$ cat src/hw/rtl/tqps_pkg.sv
package tqps_pkg;

    // Default storage depth of each class queue
    localparam int QUEUE_DEPTH_DEFAULT = 16;

    // Time arithmetic is modulo 2^TIME_BITS; fields are 16 bits wide
    localparam int TIME_BITS = 16;
    localparam int FIELD_W   = 16;
    localparam int TIME_W    = (TIME_BITS < FIELD_W) ? TIME_BITS : FIELD_W;

    localparam int LIMIT_W   = 5;
    localparam int SIZE_W    = 5;
    localparam int CNT_W     = 32;

    localparam logic [LIMIT_W-1:0] LIMIT_RESET = 5'd16;

    // Input action codes
    typedef enum logic [1:0] {
        ACT_HIGH_REQ = 2'd0,
        ACT_LOW_REQ  = 2'd1,
        ACT_TICK     = 2'd2,
        ACT_NOP      = 2'd3
    } action_t;

    // Activity codes reported on the result
    localparam logic [1:0] ACTV_IDLE = 2'd0;
    localparam logic [1:0] ACTV_HIGH = 2'd1;
    localparam logic [1:0] ACTV_LOW  = 2'd2;

    typedef struct packed {
        logic [1:0]         action;
        logic [FIELD_W-1:0] flight_tag;
        logic [FIELD_W-1:0] arrival_time;
        logic [FIELD_W-1:0] current_time;
    } in_item_t;

    typedef struct packed {
        logic               refused;
        logic [1:0]         activity;
        logic [FIELD_W-1:0] served_tag;
        logic [FIELD_W-1:0] wait_time;
        logic [SIZE_W-1:0]  high_queue_size;
        logic [SIZE_W-1:0]  low_queue_size;
        logic [CNT_W-1:0]   high_served_count;
        logic [CNT_W-1:0]   low_served_count;
        logic [CNT_W-1:0]   idle_ticks;
        logic [CNT_W-1:0]   high_wait_sum;
        logic [CNT_W-1:0]   low_wait_sum;
    } out_item_t;

    // One queue entry
    typedef struct packed {
        logic [FIELD_W-1:0] tag;
        logic [FIELD_W-1:0] arrival;
    } entry_t;

    // Controller states
    typedef enum logic [1:0] {
        ST_IDLE   = 2'd0,
        ST_READ   = 2'd1,
        ST_UPDATE = 2'd2
    } state_t;

    // Commands from controller to datapath
    typedef struct packed {
        logic capture;
        logic read;
        logic commit;
    } cmd_t;

    // Add with saturation at all ones
    function automatic logic [CNT_W-1:0] sat_add(input logic [CNT_W-1:0] a,
                                                 input logic [CNT_W-1:0] b);
        logic [CNT_W:0] s;
        s = {1'b0, a} + {1'b0, b};
        return s[CNT_W] ? {CNT_W{1'b1}} : s[CNT_W-1:0];
    endfunction

endpackage

$ cat src/hw/rtl/two_queue_priority_server.sv
// An accepted transaction passes through the controller sequence (capture, registered head
// read of the queue memories, update and commit) into the output register; the commit waits
// while the output is stalled, and no new transaction is taken until the sequence ends.
// A new transaction is accepted while a finished result waits in the output register.
// Reset (rst_n, async, active low): both queues empty, all counters zero, limit register 16.
module two_queue_priority_server #(
    parameter int QUEUE_DEPTH = tqps_pkg::QUEUE_DEPTH_DEFAULT
) (
    input  logic                          clk,
    input  logic                          rst_n,
    input  logic                          in_valid,
    output logic                          in_stall,
    input  tqps_pkg::in_item_t            in_data,
    output logic                          out_valid,
    input  logic                          out_stall,
    output tqps_pkg::out_item_t           out_data,
    input  logic                          cfg_write_en,
    input  logic [tqps_pkg::LIMIT_W-1:0]  cfg_write_data
);

    tqps_pkg::cmd_t cmd;

    tqps_ctrl u_ctrl (
        .clk       (clk),
        .rst_n     (rst_n),
        .in_valid  (in_valid),
        .in_stall  (in_stall),
        .out_valid (out_valid),
        .out_stall (out_stall),
        .cmd       (cmd)
    );

    tqps_datapath #(
        .QUEUE_DEPTH (QUEUE_DEPTH)
    ) u_datapath (
        .clk            (clk),
        .rst_n          (rst_n),
        .cmd            (cmd),
        .in_data        (in_data),
        .cfg_write_en   (cfg_write_en),
        .cfg_write_data (cfg_write_data),
        .out_data       (out_data)
    );

endmodule

$ cat src/hw/rtl/tqps_fifo.sv
module tqps_fifo #(
    parameter int QUEUE_DEPTH = tqps_pkg::QUEUE_DEPTH_DEFAULT
) (
    input  logic                                   clk,
    input  logic                                   rst_n,
    input  logic [tqps_pkg::LIMIT_W-1:0]           limit,
    input  logic                                   push,
    input  logic                                   pop,
    input  logic                                   rd_en,
    input  tqps_pkg::entry_t                       wr_data,
    output tqps_pkg::entry_t                       rd_data,
    output logic [$clog2(QUEUE_DEPTH+1)-1:0]       count,
    output logic                                   full
);

    localparam int IW = $clog2(QUEUE_DEPTH);
    localparam int CW = $clog2(QUEUE_DEPTH + 1);
    localparam int SW = IW + 1;
    localparam int LW = (CW > tqps_pkg::LIMIT_W) ? CW : tqps_pkg::LIMIT_W;

    tqps_pkg::entry_t mem [QUEUE_DEPTH];
    tqps_pkg::entry_t rd_data_reg;

    logic [IW-1:0] head_reg;
    logic [IW-1:0] head_next;
    logic [CW-1:0] count_reg;
    logic [CW-1:0] count_next;
    logic [SW-1:0] slot_sum;
    logic [SW-1:0] tail;

    // Compute the tail slot, wrapping past the end of the store
    always_comb
    begin
        slot_sum = SW'(head_reg) + SW'(count_reg);
        if (slot_sum >= SW'(QUEUE_DEPTH))
        begin
            tail = slot_sum - SW'(QUEUE_DEPTH);
        end
        else
        begin
            tail = slot_sum;
        end
    end

    // Refuse at the programmed limit or at the physical depth
    assign full = (LW'(count_reg) >= LW'(limit)) || (count_reg == CW'(QUEUE_DEPTH));

    // Advance head on pop, adjust occupancy
    always_comb
    begin
        head_next  = head_reg;
        count_next = count_reg;
        if (pop)
        begin
            head_next  = (head_reg == IW'(QUEUE_DEPTH - 1)) ? '0 : head_reg + IW'(1);
            count_next = count_reg - CW'(1);
        end
        else if (push)
        begin
            count_next = count_reg + CW'(1);
        end
    end

    always_ff @(posedge clk or negedge rst_n)
    begin
        if (!rst_n)
        begin
            head_reg  <= '0;
            count_reg <= '0;
        end
        else
        begin
            head_reg  <= head_next;
            count_reg <= count_next;
        end
    end

    // Write at the tail, registered read at the head
    always_ff @(posedge clk)
    begin
        if (push)
        begin
            mem[tail[IW-1:0]] <= wr_data;
        end
        if (rd_en)
        begin
            rd_data_reg <= mem[head_reg];
        end
    end

    assign rd_data = rd_data_reg;
    assign count   = count_reg;

    a_no_overfill: assert property (@(posedge clk) disable iff (!rst_n)
        push |=> (count_reg != '0) && (count_reg <= CW'(QUEUE_DEPTH)))
        else $error("queue occupancy out of range after push");

    a_no_pop_empty: assert property (@(posedge clk) disable iff (!rst_n)
        pop |-> (count_reg != '0) && !push)
        else $error("pop from empty queue or pop with push");

endmodule

$ cat src/hw/rtl/tqps_datapath.sv
module tqps_datapath #(
    parameter int QUEUE_DEPTH = tqps_pkg::QUEUE_DEPTH_DEFAULT
) (
    input  logic                          clk,
    input  logic                          rst_n,
    input  tqps_pkg::cmd_t                cmd,
    input  tqps_pkg::in_item_t            in_data,
    input  logic                          cfg_write_en,
    input  logic [tqps_pkg::LIMIT_W-1:0]  cfg_write_data,
    output tqps_pkg::out_item_t           out_data
);

    localparam int CW = $clog2(QUEUE_DEPTH + 1);
    localparam int CNT_W = tqps_pkg::CNT_W;

    tqps_pkg::in_item_t              item_reg;
    tqps_pkg::out_item_t             result_reg;
    tqps_pkg::out_item_t             result_next;
    logic [tqps_pkg::LIMIT_W-1:0]    limit_reg;

    logic [CNT_W-1:0] high_served_reg, high_served_next;
    logic [CNT_W-1:0] low_served_reg, low_served_next;
    logic [CNT_W-1:0] idle_total_reg, idle_total_next;
    logic [CNT_W-1:0] high_wait_reg, high_wait_next;
    logic [CNT_W-1:0] low_wait_reg, low_wait_next;

    tqps_pkg::entry_t wr_entry;
    tqps_pkg::entry_t high_rd;
    tqps_pkg::entry_t low_rd;
    tqps_pkg::entry_t served;
    logic [CW-1:0]    high_count;
    logic [CW-1:0]    low_count;
    logic [CW-1:0]    high_size;
    logic [CW-1:0]    low_size;
    logic [CW+4:0]    high_size_ext;
    logic [CW+4:0]    low_size_ext;
    logic             high_full;
    logic             low_full;
    logic             is_high_req;
    logic             is_low_req;
    logic             is_tick;
    logic             serve_high;
    logic             serve_low;
    logic             serve_none;
    logic             push_high;
    logic             push_low;
    logic             pop_high;
    logic             pop_low;
    logic [tqps_pkg::TIME_W-1:0]  wait_diff;
    logic [tqps_pkg::FIELD_W-1:0] wait_val;

    // Hold the accepted transaction
    always_ff @(posedge clk)
    begin
        if (cmd.capture)
        begin
            item_reg <= in_data;
        end
    end

    // Queue limit register
    always_ff @(posedge clk or negedge rst_n)
    begin
        if (!rst_n)
        begin
            limit_reg <= tqps_pkg::LIMIT_RESET;
        end
        else if (cfg_write_en)
        begin
            limit_reg <= cfg_write_data;
        end
    end

    // Decode the held action
    assign is_high_req = (item_reg.action == tqps_pkg::ACT_HIGH_REQ);
    assign is_low_req  = (item_reg.action == tqps_pkg::ACT_LOW_REQ);
    assign is_tick     = (item_reg.action == tqps_pkg::ACT_TICK);

    // Strict priority: high class first
    always_comb
    begin
        serve_high = 1'b0;
        serve_low  = 1'b0;
        serve_none = 1'b0;
        priority if (!is_tick)
        begin
            serve_none = 1'b0;
        end
        else if (high_count != '0)
        begin
            serve_high = 1'b1;
        end
        else if (low_count != '0)
        begin
            serve_low = 1'b1;
        end
        else
        begin
            serve_none = 1'b1;
        end
    end

    assign push_high = cmd.commit && is_high_req && !high_full;
    assign push_low  = cmd.commit && is_low_req && !low_full;
    assign pop_high  = cmd.commit && serve_high;
    assign pop_low   = cmd.commit && serve_low;

    assign wr_entry.tag     = item_reg.flight_tag;
    assign wr_entry.arrival = item_reg.arrival_time;

    tqps_fifo #(
        .QUEUE_DEPTH (QUEUE_DEPTH)
    ) u_high_fifo (
        .clk     (clk),
        .rst_n   (rst_n),
        .limit   (limit_reg),
        .push    (push_high),
        .pop     (pop_high),
        .rd_en   (cmd.read),
        .wr_data (wr_entry),
        .rd_data (high_rd),
        .count   (high_count),
        .full    (high_full)
    );

    tqps_fifo #(
        .QUEUE_DEPTH (QUEUE_DEPTH)
    ) u_low_fifo (
        .clk     (clk),
        .rst_n   (rst_n),
        .limit   (limit_reg),
        .push    (push_low),
        .pop     (pop_low),
        .rd_en   (cmd.read),
        .wr_data (wr_entry),
        .rd_data (low_rd),
        .count   (low_count),
        .full    (low_full)
    );

    // Wait of the served entry, modulo the time width
    assign served    = serve_high ? high_rd : low_rd;
    assign wait_diff = item_reg.current_time[tqps_pkg::TIME_W-1:0]
                     - served.arrival[tqps_pkg::TIME_W-1:0];
    assign wait_val  = tqps_pkg::FIELD_W'(wait_diff);

    // Update the saturating counters
    always_comb
    begin
        high_served_next = high_served_reg;
        low_served_next  = low_served_reg;
        idle_total_next  = idle_total_reg;
        high_wait_next   = high_wait_reg;
        low_wait_next    = low_wait_reg;
        if (serve_high)
        begin
            high_served_next = tqps_pkg::sat_add(high_served_reg, CNT_W'(1));
            high_wait_next   = tqps_pkg::sat_add(high_wait_reg, CNT_W'(wait_val));
        end
        if (serve_low)
        begin
            low_served_next = tqps_pkg::sat_add(low_served_reg, CNT_W'(1));
            low_wait_next   = tqps_pkg::sat_add(low_wait_reg, CNT_W'(wait_val));
        end
        if (serve_none)
        begin
            idle_total_next = tqps_pkg::sat_add(idle_total_reg, CNT_W'(1));
        end
    end

    always_ff @(posedge clk or negedge rst_n)
    begin
        if (!rst_n)
        begin
            high_served_reg <= '0;
            low_served_reg  <= '0;
            idle_total_reg  <= '0;
            high_wait_reg   <= '0;
            low_wait_reg    <= '0;
        end
        else if (cmd.commit)
        begin
            high_served_reg <= high_served_next;
            low_served_reg  <= low_served_next;
            idle_total_reg  <= idle_total_next;
            high_wait_reg   <= high_wait_next;
            low_wait_reg    <= low_wait_next;
        end
    end

    // Queue sizes after this transaction
    assign high_size     = high_count + CW'(push_high) - CW'(pop_high);
    assign low_size      = low_count + CW'(push_low) - CW'(pop_low);
    assign high_size_ext = (CW + 5)'(high_size);
    assign low_size_ext  = (CW + 5)'(low_size);

    // Assemble the result
    always_comb
    begin
        result_next.refused           = (is_high_req && high_full) || (is_low_req && low_full);
        result_next.activity          = serve_high ? tqps_pkg::ACTV_HIGH :
                                        serve_low  ? tqps_pkg::ACTV_LOW  : tqps_pkg::ACTV_IDLE;
        result_next.served_tag        = (serve_high || serve_low) ? served.tag : '0;
        result_next.wait_time         = (serve_high || serve_low) ? wait_val : '0;
        result_next.high_queue_size   = high_size_ext[tqps_pkg::SIZE_W-1:0];
        result_next.low_queue_size    = low_size_ext[tqps_pkg::SIZE_W-1:0];
        result_next.high_served_count = high_served_next;
        result_next.low_served_count  = low_served_next;
        result_next.idle_ticks        = idle_total_next;
        result_next.high_wait_sum     = high_wait_next;
        result_next.low_wait_sum      = low_wait_next;
    end

    // Output register
    always_ff @(posedge clk)
    begin
        if (cmd.commit)
        begin
            result_reg <= result_next;
        end
    end

    assign out_data = result_reg;

endmodule

$ cat src/hw/rtl/tqps_ctrl.sv
module tqps_ctrl (
    input  logic            clk,
    input  logic            rst_n,
    input  logic            in_valid,
    output logic            in_stall,
    output logic            out_valid,
    input  logic            out_stall,
    output tqps_pkg::cmd_t  cmd
);

    tqps_pkg::state_t state_reg;
    tqps_pkg::state_t state_next;
    logic             out_valid_reg;
    logic             out_valid_next;
    logic             out_busy;

    assign out_busy = out_valid_reg && out_stall;

    // Next state
    always_comb
    begin
        state_next = state_reg;
        unique case (state_reg)
            tqps_pkg::ST_IDLE:
            begin
                if (in_valid)
                begin
                    state_next = tqps_pkg::ST_READ;
                end
            end
            tqps_pkg::ST_READ:
            begin
                state_next = tqps_pkg::ST_UPDATE;
            end
            tqps_pkg::ST_UPDATE:
            begin
                if (!out_busy)
                begin
                    state_next = tqps_pkg::ST_IDLE;
                end
            end
            default:
            begin
                state_next = tqps_pkg::ST_IDLE;
            end
        endcase
    end

    // Outputs
    always_comb
    begin
        cmd      = '0;
        in_stall = 1'b1;
        unique case (state_reg)
            tqps_pkg::ST_IDLE:
            begin
                in_stall    = 1'b0;
                cmd.capture = in_valid;
            end
            tqps_pkg::ST_READ:
            begin
                cmd.read = 1'b1;
            end
            tqps_pkg::ST_UPDATE:
            begin
                cmd.commit = !out_busy;
            end
            default:
            begin
                cmd = '0;
            end
        endcase
    end

    // Output valid: set on commit, drop when taken
    always_comb
    begin
        out_valid_next = out_valid_reg;
        if (cmd.commit)
        begin
            out_valid_next = 1'b1;
        end
        else if (out_valid_reg && !out_stall)
        begin
            out_valid_next = 1'b0;
        end
    end

    always_ff @(posedge clk or negedge rst_n)
    begin
        if (!rst_n)
        begin
            state_reg     <= tqps_pkg::ST_IDLE;
            out_valid_reg <= 1'b0;
        end
        else
        begin
            state_reg     <= state_next;
            out_valid_reg <= out_valid_next;
        end
    end

    assign out_valid = out_valid_reg;

    a_accept_to_read: assert property (@(posedge clk) disable iff (!rst_n)
        (in_valid && !in_stall) |=> (state_reg == tqps_pkg::ST_READ))
        else $error("accepted transaction did not start a read");

    a_commit_free: assert property (@(posedge clk) disable iff (!rst_n)
        $past(out_valid_reg && out_stall) && out_valid_reg && out_stall |-> !cmd.commit)
        else $error("result overwritten while stalled");

endmodule

$ cat config.mk
export PLATFORM = sky130hd
export DESIGN_NAME = two_queue_priority_server
export DESIGN_NICKNAME = d
export VERILOG_FILES = /design/src/hw/rtl/tqps_pkg.sv /design/src/hw/rtl/two_queue_priority_server.sv /design/src/hw/rtl/tqps_fifo.sv /design/src/hw/rtl/tqps_datapath.sv /design/src/hw/rtl/tqps_ctrl.sv
export SDC_FILE = /design/constraint.sdc
export NUM_CORES = 2
export LEC_CHECK = 0
export ABC_AREA = 0
export BUFFER_PORTS_ARGS = -buffer_cell sky130_fd_sc_hd__buf_2
export CAP_MARGIN = 20
export CORE_MARGIN = 5
export CORE_UTILIZATION = 30
export DETAILED_ROUTE_END_ITERATION = 8
export SLEW_MARGIN = 20
export SYNTH_ARGS = -nofsm -noshare
export SYNTH_HDL_FRONTEND = slang
export SYNTH_SLANG_ARGS = --single-unit
$ cat constraint.sdc
create_clock -name clk -period 11 [get_ports clk]
set_input_delay 2.2 -clock clk [delete_from_list [all_inputs] [get_ports clk]]
set_output_delay 2.2 -clock clk [all_outputs]
set_load 0.05 [all_outputs]
Word level (Yosys, flattened, before mapping)

Memory sizes are Yosys's and may differ from the RTL's. A register that Yosys moved wholly into a read port is not among the register bits.
Index checks and enable logic that the tools add are counted.

$add $sub $neg: 20
Order comparisons: 4
Equal/unequal tests: 10
Multiplexer cells: 41
Reduce and logical (&&, ||, !) cells: 26

Operators with widths:

| kind                    | number |
|---|---|
| $mux W32                | 11 |
| $add A32 B1 Y33 const B | 3 |
| $add A32 B16 Y33        | 2 |
| $mux W5                 | 4 |
| $mux W1                 | 18 |
| $mux W4                 | 4 |
| $sub A16 B16 Y16        | 1 |
| $add A4 B5 Y5           | 2 |
| $add A5 B1 Y5           | 2 |
| $add A5 B1 Y5 const B   | 2 |
| $eq A5 B5 Y1 const B    | 2 |
| $ge A5 B5 Y1            | 2 |
| $ge A5 B5 Y1 const B    | 2 |
| $logic_and A1 B1 Y1     | 10 |
| $reduce_bool A5 Y1      | 2 |
| $sub A5 B1 Y5           | 2 |
| $sub A5 B1 Y5 const B   | 2 |
| $add A4 B1 Y4 const B   | 2 |
| $eq A4 B4 Y1 const B    | 2 |
| $sub A4 B1 Y4 const B   | 2 |
| $mux W2                 | 3 |
| $pmux W2 S3             | 1 |
| $reduce_bool A2 Y1      | 3 |
| $eq A2 B1 Y1 const B    | 2 |
| 6 further kinds         | 15 |

Register bits: 441
Bits in writable memories: 1024
Input bits: 60
Memories kept: 2

Memory list:

| memory                     | words | width | read ports | clocked after memory_dff | wr ports | RTL line        | RTL |
|---|---|---|---|---|---|---|---|
| u_datapath.u_high_fifo.mem | 16    | 32    | 1          | 1                        | 1        | tqps_fifo.sv:21 | `tqps_pkg::entry_t mem [QUEUE_DEPTH];` |
| u_datapath.u_low_fifo.mem  | 16    | 32    | 1          | 1                        | 1        | tqps_fifo.sv:21 |  |

Logic depth before layout (Yosys ltp)

Depth in word-level cells: 8
Gate-level depth with buffers: 27

Cells and area by module

From an unflattened synthesis, not the netlist that was laid out.

Cells, all modules: 3847
Area total of the unflattened synthesis: 63510.9 µm²

By module, submodules not included:

| module                              | times used | cells an instance | area each (µm²) | seq. area each (µm²) |
|---|---|---|---|---|
| tqps_datapath                       | 1          | 1993              | 21463.1         | 11787.6 |
| tqps_fifo at u_datapath.u_low_fifo  | 1          | 920               | 20958.9         | 16560.9 |
| tqps_fifo at u_datapath.u_high_fifo | 1          | 919               | 20948.8         | 16560.9 |
| tqps_ctrl                           | 1          | 15                | 140.1           | 75.1 |

Worst setup path before layout

No wires, ideal clock.

Path type: input port to flip-flop
Start: input port out_stall
End: register u_datapath.idle_total_reg[27]
Data arrival time: 9.526 ns
Setup slack: 1.368 ns
Cell stages on the path: 8
Path through: nand2_1 > nand2b_1 > clkbuf_1 > inv_2 > clkbuf_1 > clkbuf_1 > o21ai_0 > o21bai_1

RTL lines:

| element              | RTL line                        | RTL |
|---|---|---|
| from (decl)          | two_queue_priority_server.sv:15 | `input logic out_stall,` |
| to (signal assigned) | tqps_datapath.sv:185            | `idle_total_reg <= idle_total_next;` |
| to (decl)            | tqps_datapath.sv:23             | `logic [CNT_W-1:0] idle_total_reg, idle_total_next;` |

Final worst setup path

Start: register u_datapath.u_high_fifo.count_reg[3] (netlist: u_datapath.u_high_fifo.count[3])
End: register u_datapath.result_reg (netlist bit u_datapath.out_data[47]), data pin

Word-level cells in the longest chain between the ends: 8

RTL lines:

| element                           | RTL line             | RTL |
|---|---|---|
| from (decl)                       | tqps_fifo.sv:26      | `logic [CW-1:0] count_reg;` |
| from (signal assigned)            | tqps_fifo.sv:74      | `count_reg <= count_next;` |
| $reduce_bool A5 Y1                | tqps_datapath.sv:89  | `else if (high_count != '0)` |
| $mux W1                           | tqps_datapath.sv:89  |  |
| $mux W1                           | tqps_datapath.sv:85  | `priority if (!is_tick)` |
| $mux W32                          | tqps_datapath.sv:142 | `assign served = serve_high ? high_rd : low_rd;` |
| $sub A16 B16 Y16                  | tqps_datapath.sv:144 | `- served.arrival[tqps_pkg::TIME_W-1:0];` |
| net u_datapath.wait_diff, one bit | tqps_datapath.sv:49  | `logic [tqps_pkg::TIME_W-1:0] wait_diff;` |
| $add A32 B16 Y33                  | tqps_pkg.sv:75       | `s = {1'b0, a} + {1'b0, b};` |
| $mux W32                          | tqps_pkg.sv:76       | `return s[CNT_W] ? {CNT_W{1'b1}} : s[CNT_W-1:0];` |
| $mux W32                          | tqps_datapath.sv:155 | `if (serve_high)` |
| net u_datapath.high_wait_next[15] | tqps_datapath.sv:24  | `logic [CNT_W-1:0] high_wait_reg, high_wait_next;` |
| to (signal assigned)              | tqps_datapath.sv:219 | `result_reg <= result_next;` |
| to (decl)                         | tqps_datapath.sv:17  | `tqps_pkg::out_item_t result_reg;` |

The timed path passes the listed nets, and every way through them passes these cells.
A chain may end at the register's enable or synchronous reset.

==> results.yml <==
worst_setup_path:
  endpoint_kind: "flip-flop"
  cp_max_fo: 37
  crit_buf_inv: 3
  crit_chain: "inv_1 > ha_1 > or4b_4 > nand2_2 > buf_4 > nand2_1 > nand2_1 > inv_1 > ha_1 > nor2b_1 > o31a_1 > nor4_1 > o311ai_0 > o41ai_1 > o21ai_0 > xnor2_1 > ha_1 > and3_1 > and2_1 > a211oi_1 > a31o_2 > or3_1 > nand3_1 > mux2_2"
  critical-path-slowest-cell: "or4b_4"
  cp_top_family: "simple AND/OR/NAND/NOR gates"
  start_kind: "flip-flop"
  cp_data_arrival_time_ns: 7.24
  cp_slowest_stage_delay_ns: 0.57
  crit_top_cell: "ha_1"
  crit_type: "reg2reg"
  worstPathRequired_ns: 11.54
floorplan:
  initial_core_util: 0.3011
  io_pins: 267
  die_area_um2: 222000
  die_x_um: 471.1
  fp.coreArea_um2: 211900
  die_h_um: 471.1
  num_rows: 169
pwr:
  power.density_nw_per_um2: 239.3
  power.internal_mw: 11.84
  swShare: 0.3296
  p_sw_mw: 5.820
  combPwrFrac: 0.280
  ir_drop_mv: 0.1746
  p_leak_nw: 24.66
  total_power_mw: 17.66
  share_seq_of_total_power: 0.421
  clock_power_share: 0.298
logic_synthesis:
  yosys.area.top_type: "edfxtp_1"
  syn_area_um2: 63790
  yosys.area.top_type_share: 0.6322
  yosys-top-cells-area: "edfxtp_1, mux4_2, dfrtp_1"
  synth_ff_type: "edfxtp_1"
  synth-edff-count: 1343
  synth_fp_nets: 4101
  ys_ff_latch: 1529
  ys_async_sr_fraction: 0.1216
  avgSynthCellArea_um2: 16.17
  ys_warn_count: 0
  yosysSeqAreaShare: 0.7052
  synthCells: 3944
  ys_types: 83
sta:
  hold_viol_final: 0
  maxSlewHeadroom: 0.2678
  setup_tns_ns: 0
  min_period_over_period: 0.6089
  post-route-min-period_ns: 6.698
  setup_viol: 0
  drv_slew: 0
  fmax_mhz: 149.3
  tightest_slew_ns: 1.098
  skew_ns: 0.03756
  rsz0062_at_grt: "false"
clock_tree:
  clk_pin_slew_ns: 0.07
  clock_sinks: 1529
  cts_buffers: 156
  h-tree-depth: 4
  post_cts.repair.setup_buffers: 0
  clkLatencyLatePin_ns: 0.80
  clockBufferDepth: 3
  cts_hold_buf: 0
  post_cts_resized: 0
  cts_tree: "yes"
  root_buffer: "clkbuf_16"
grt:
  grt_pass1_wl_um: 245900
  gr-total-overflow: 0
  antenna_found_initial: 9
  grt_max_degree: 102
  grt_pass1_vias: 35544
  grtUsageTotal: 0.1484
cells_and_area:
  seq_area_um2: 45000
  area_growth_syn_to_layout_pct: 15.66
  final_layout_size_suffix_gt1_frac: 0.2120
  multi_input_area_um2: 18130
  nFillCells: 20048
  layout.nets: 4406
route:
  dr.pass1.iters: 5
  drc_errors: 0
  via_per_inst: 5.024
  ant_nets: 0
  wire_per_inst_um: 23.49
  drtIter0Drc: 4252
  wl_um: 168900
  vias: 36126
job:
  max-cap-violations: 0
run_status:
  status: "finished clean"
hold_path:
  hold_class: "reg2reg"
place:
  hpwl_um: 101100
  io_buffer_count: 266
  gp_congestion: 0.8203
==> placed cells by master (no fill, tap or decap), types with 26 or more instances in the layout <==
cell       instances
and3_1            51
inv_1             50
clkinv_1          34
mux2i_1          117
a21o_1            32
a31oi_1           74
xor2_1            63
nor3_1            31
mux4_2           224
clkbuf_16        158
a22oi_1           33
dfrtp_1          177
ha_1              88
nand4_1           26
xnor2_1           84
nor2_1           173
edfxtp_1        1343
clkbuf_1          32
buf_4             67
nand2_1          310
and2_1            40
a21oi_1          188
mux2_2            74
buf_2            265
nand3_1           65
o21ai_0          181
a221oi_1          32
nor2_4            33
==> final timing paths <==
| check | from | to | slack, ns | cells after the start |
|---|---|---|---|---|
| setup / recovery | u_datapath.u_high_fifo.count[3]$_DFFE_PN0P_ | u_datapath.out_data[47]$_DFFE_PP_ | 4.30 | 24 |
| setup reg to reg | u_datapath.u_high_fifo.count[3]$_DFFE_PN0P_ | u_datapath.out_data[47]$_DFFE_PP_ | 4.30 | 24 |
| hold / removal | u_datapath.idle_total_reg[8]$_DFFE_PN0P_ | u_datapath.idle_total_reg[8]$_DFFE_PN0P_ | 0.51 | 1 |
| min in group asynchronous | rst_n | u_datapath.low_served_reg[4]$_DFFE_PN0P_ | 1.45 | 1 |
| max in group asynchronous | rst_n | u_datapath.u_high_fifo.head_reg[1]$_DFFE_PN0P_ | 8.08 | 2 |
| hold reg to reg | u_datapath.idle_total_reg[8]$_DFFE_PN0P_ | u_datapath.idle_total_reg[8]$_DFFE_PN0P_ | 0.51 | 1 |
==> layer usage <==
metal  vias to the layer above  global-route usage  wire length [µm]
met5                         -                   0                 0
met2                      1363              0.2306             78140
met3                       217             0.02941             12170
li1                      16077                   -                 -
met1                     18469              0.2090             73390
met4                         0             0.04904              5239
==> through the flow <==
step / instances / worst slack (ns) / area, µm² / hold WS, ns / util
6_report: 7191 / 4.302 / 73780 / 0.5107 / 0.3482
5_1_grt: 7191 / 3.738 / 73780 / 0.5460 / 0.3482
4_1_cts: 7189 / 4.209 / 73780 / 0.5108 / 0.3482
3_5_place_dp: 6912 / 4.210 / 68730 / 0.5031 / 0.3244
3_3_place_gp: 6912 / 4.274 / 68730 / 0.4924 / 0.3244
2_1_floorplan: 3944 / 1.368 / 63790 / 0.4722 / -
==> power groups by stage <==
stage	sequential, mW	clock [mW]	combinational (mW)
after CTS	7.45	5.39	5.00
after floorplan	7.74	0	3.31
final	7.44	5.27	4.95
after detailed placement	7.57	0	4.98
after global placement	7.55	0	4.93
after global routing	7.50	5.64	5.38
==> cells in the mapped netlist, drive strengths merged, types with 75 or more instances <==
library cell and number:
ha 88, nand2 315, mux2i 117, clkbuf 126, a31oi 75, a21oi 190, mux2 80, xnor2 84
mux4 224, o21ai 186, dfrtp 185, nor2 206, edfxtp 1343
==> cells by family (layout without fill, tap and decap cells) <==
logic type      Yosys count  in the layout  share of synthesized area
fa+ha+maj                97             97                    0.02008
xor+xnor                147            147                    0.02018
mux                     421            421                     0.1116
simple gates            832            832                    0.06166
compound gates          678            678                    0.06631
buf+inv                 240            664                    0.01504
flops                  1529           1529                     0.7052
other cells               0              2                          0
==> area by class of cell <==
class | count | area share
Antenna cell | 2 | 0.00006783
Clock buffer | 190 | 0.05521
Clock inverter | 87 | 0.01314
Inverter | 53 | 0.002866
Multi-Input combinational cell | 2175 | 0.2457
Sequential cell | 1529 | 0.6100
Tap cell | 2821 | 0.04784
Timing Repair Buffer | 334 | 0.02525
Note: power is estimated with default switching activity, not from simulation.
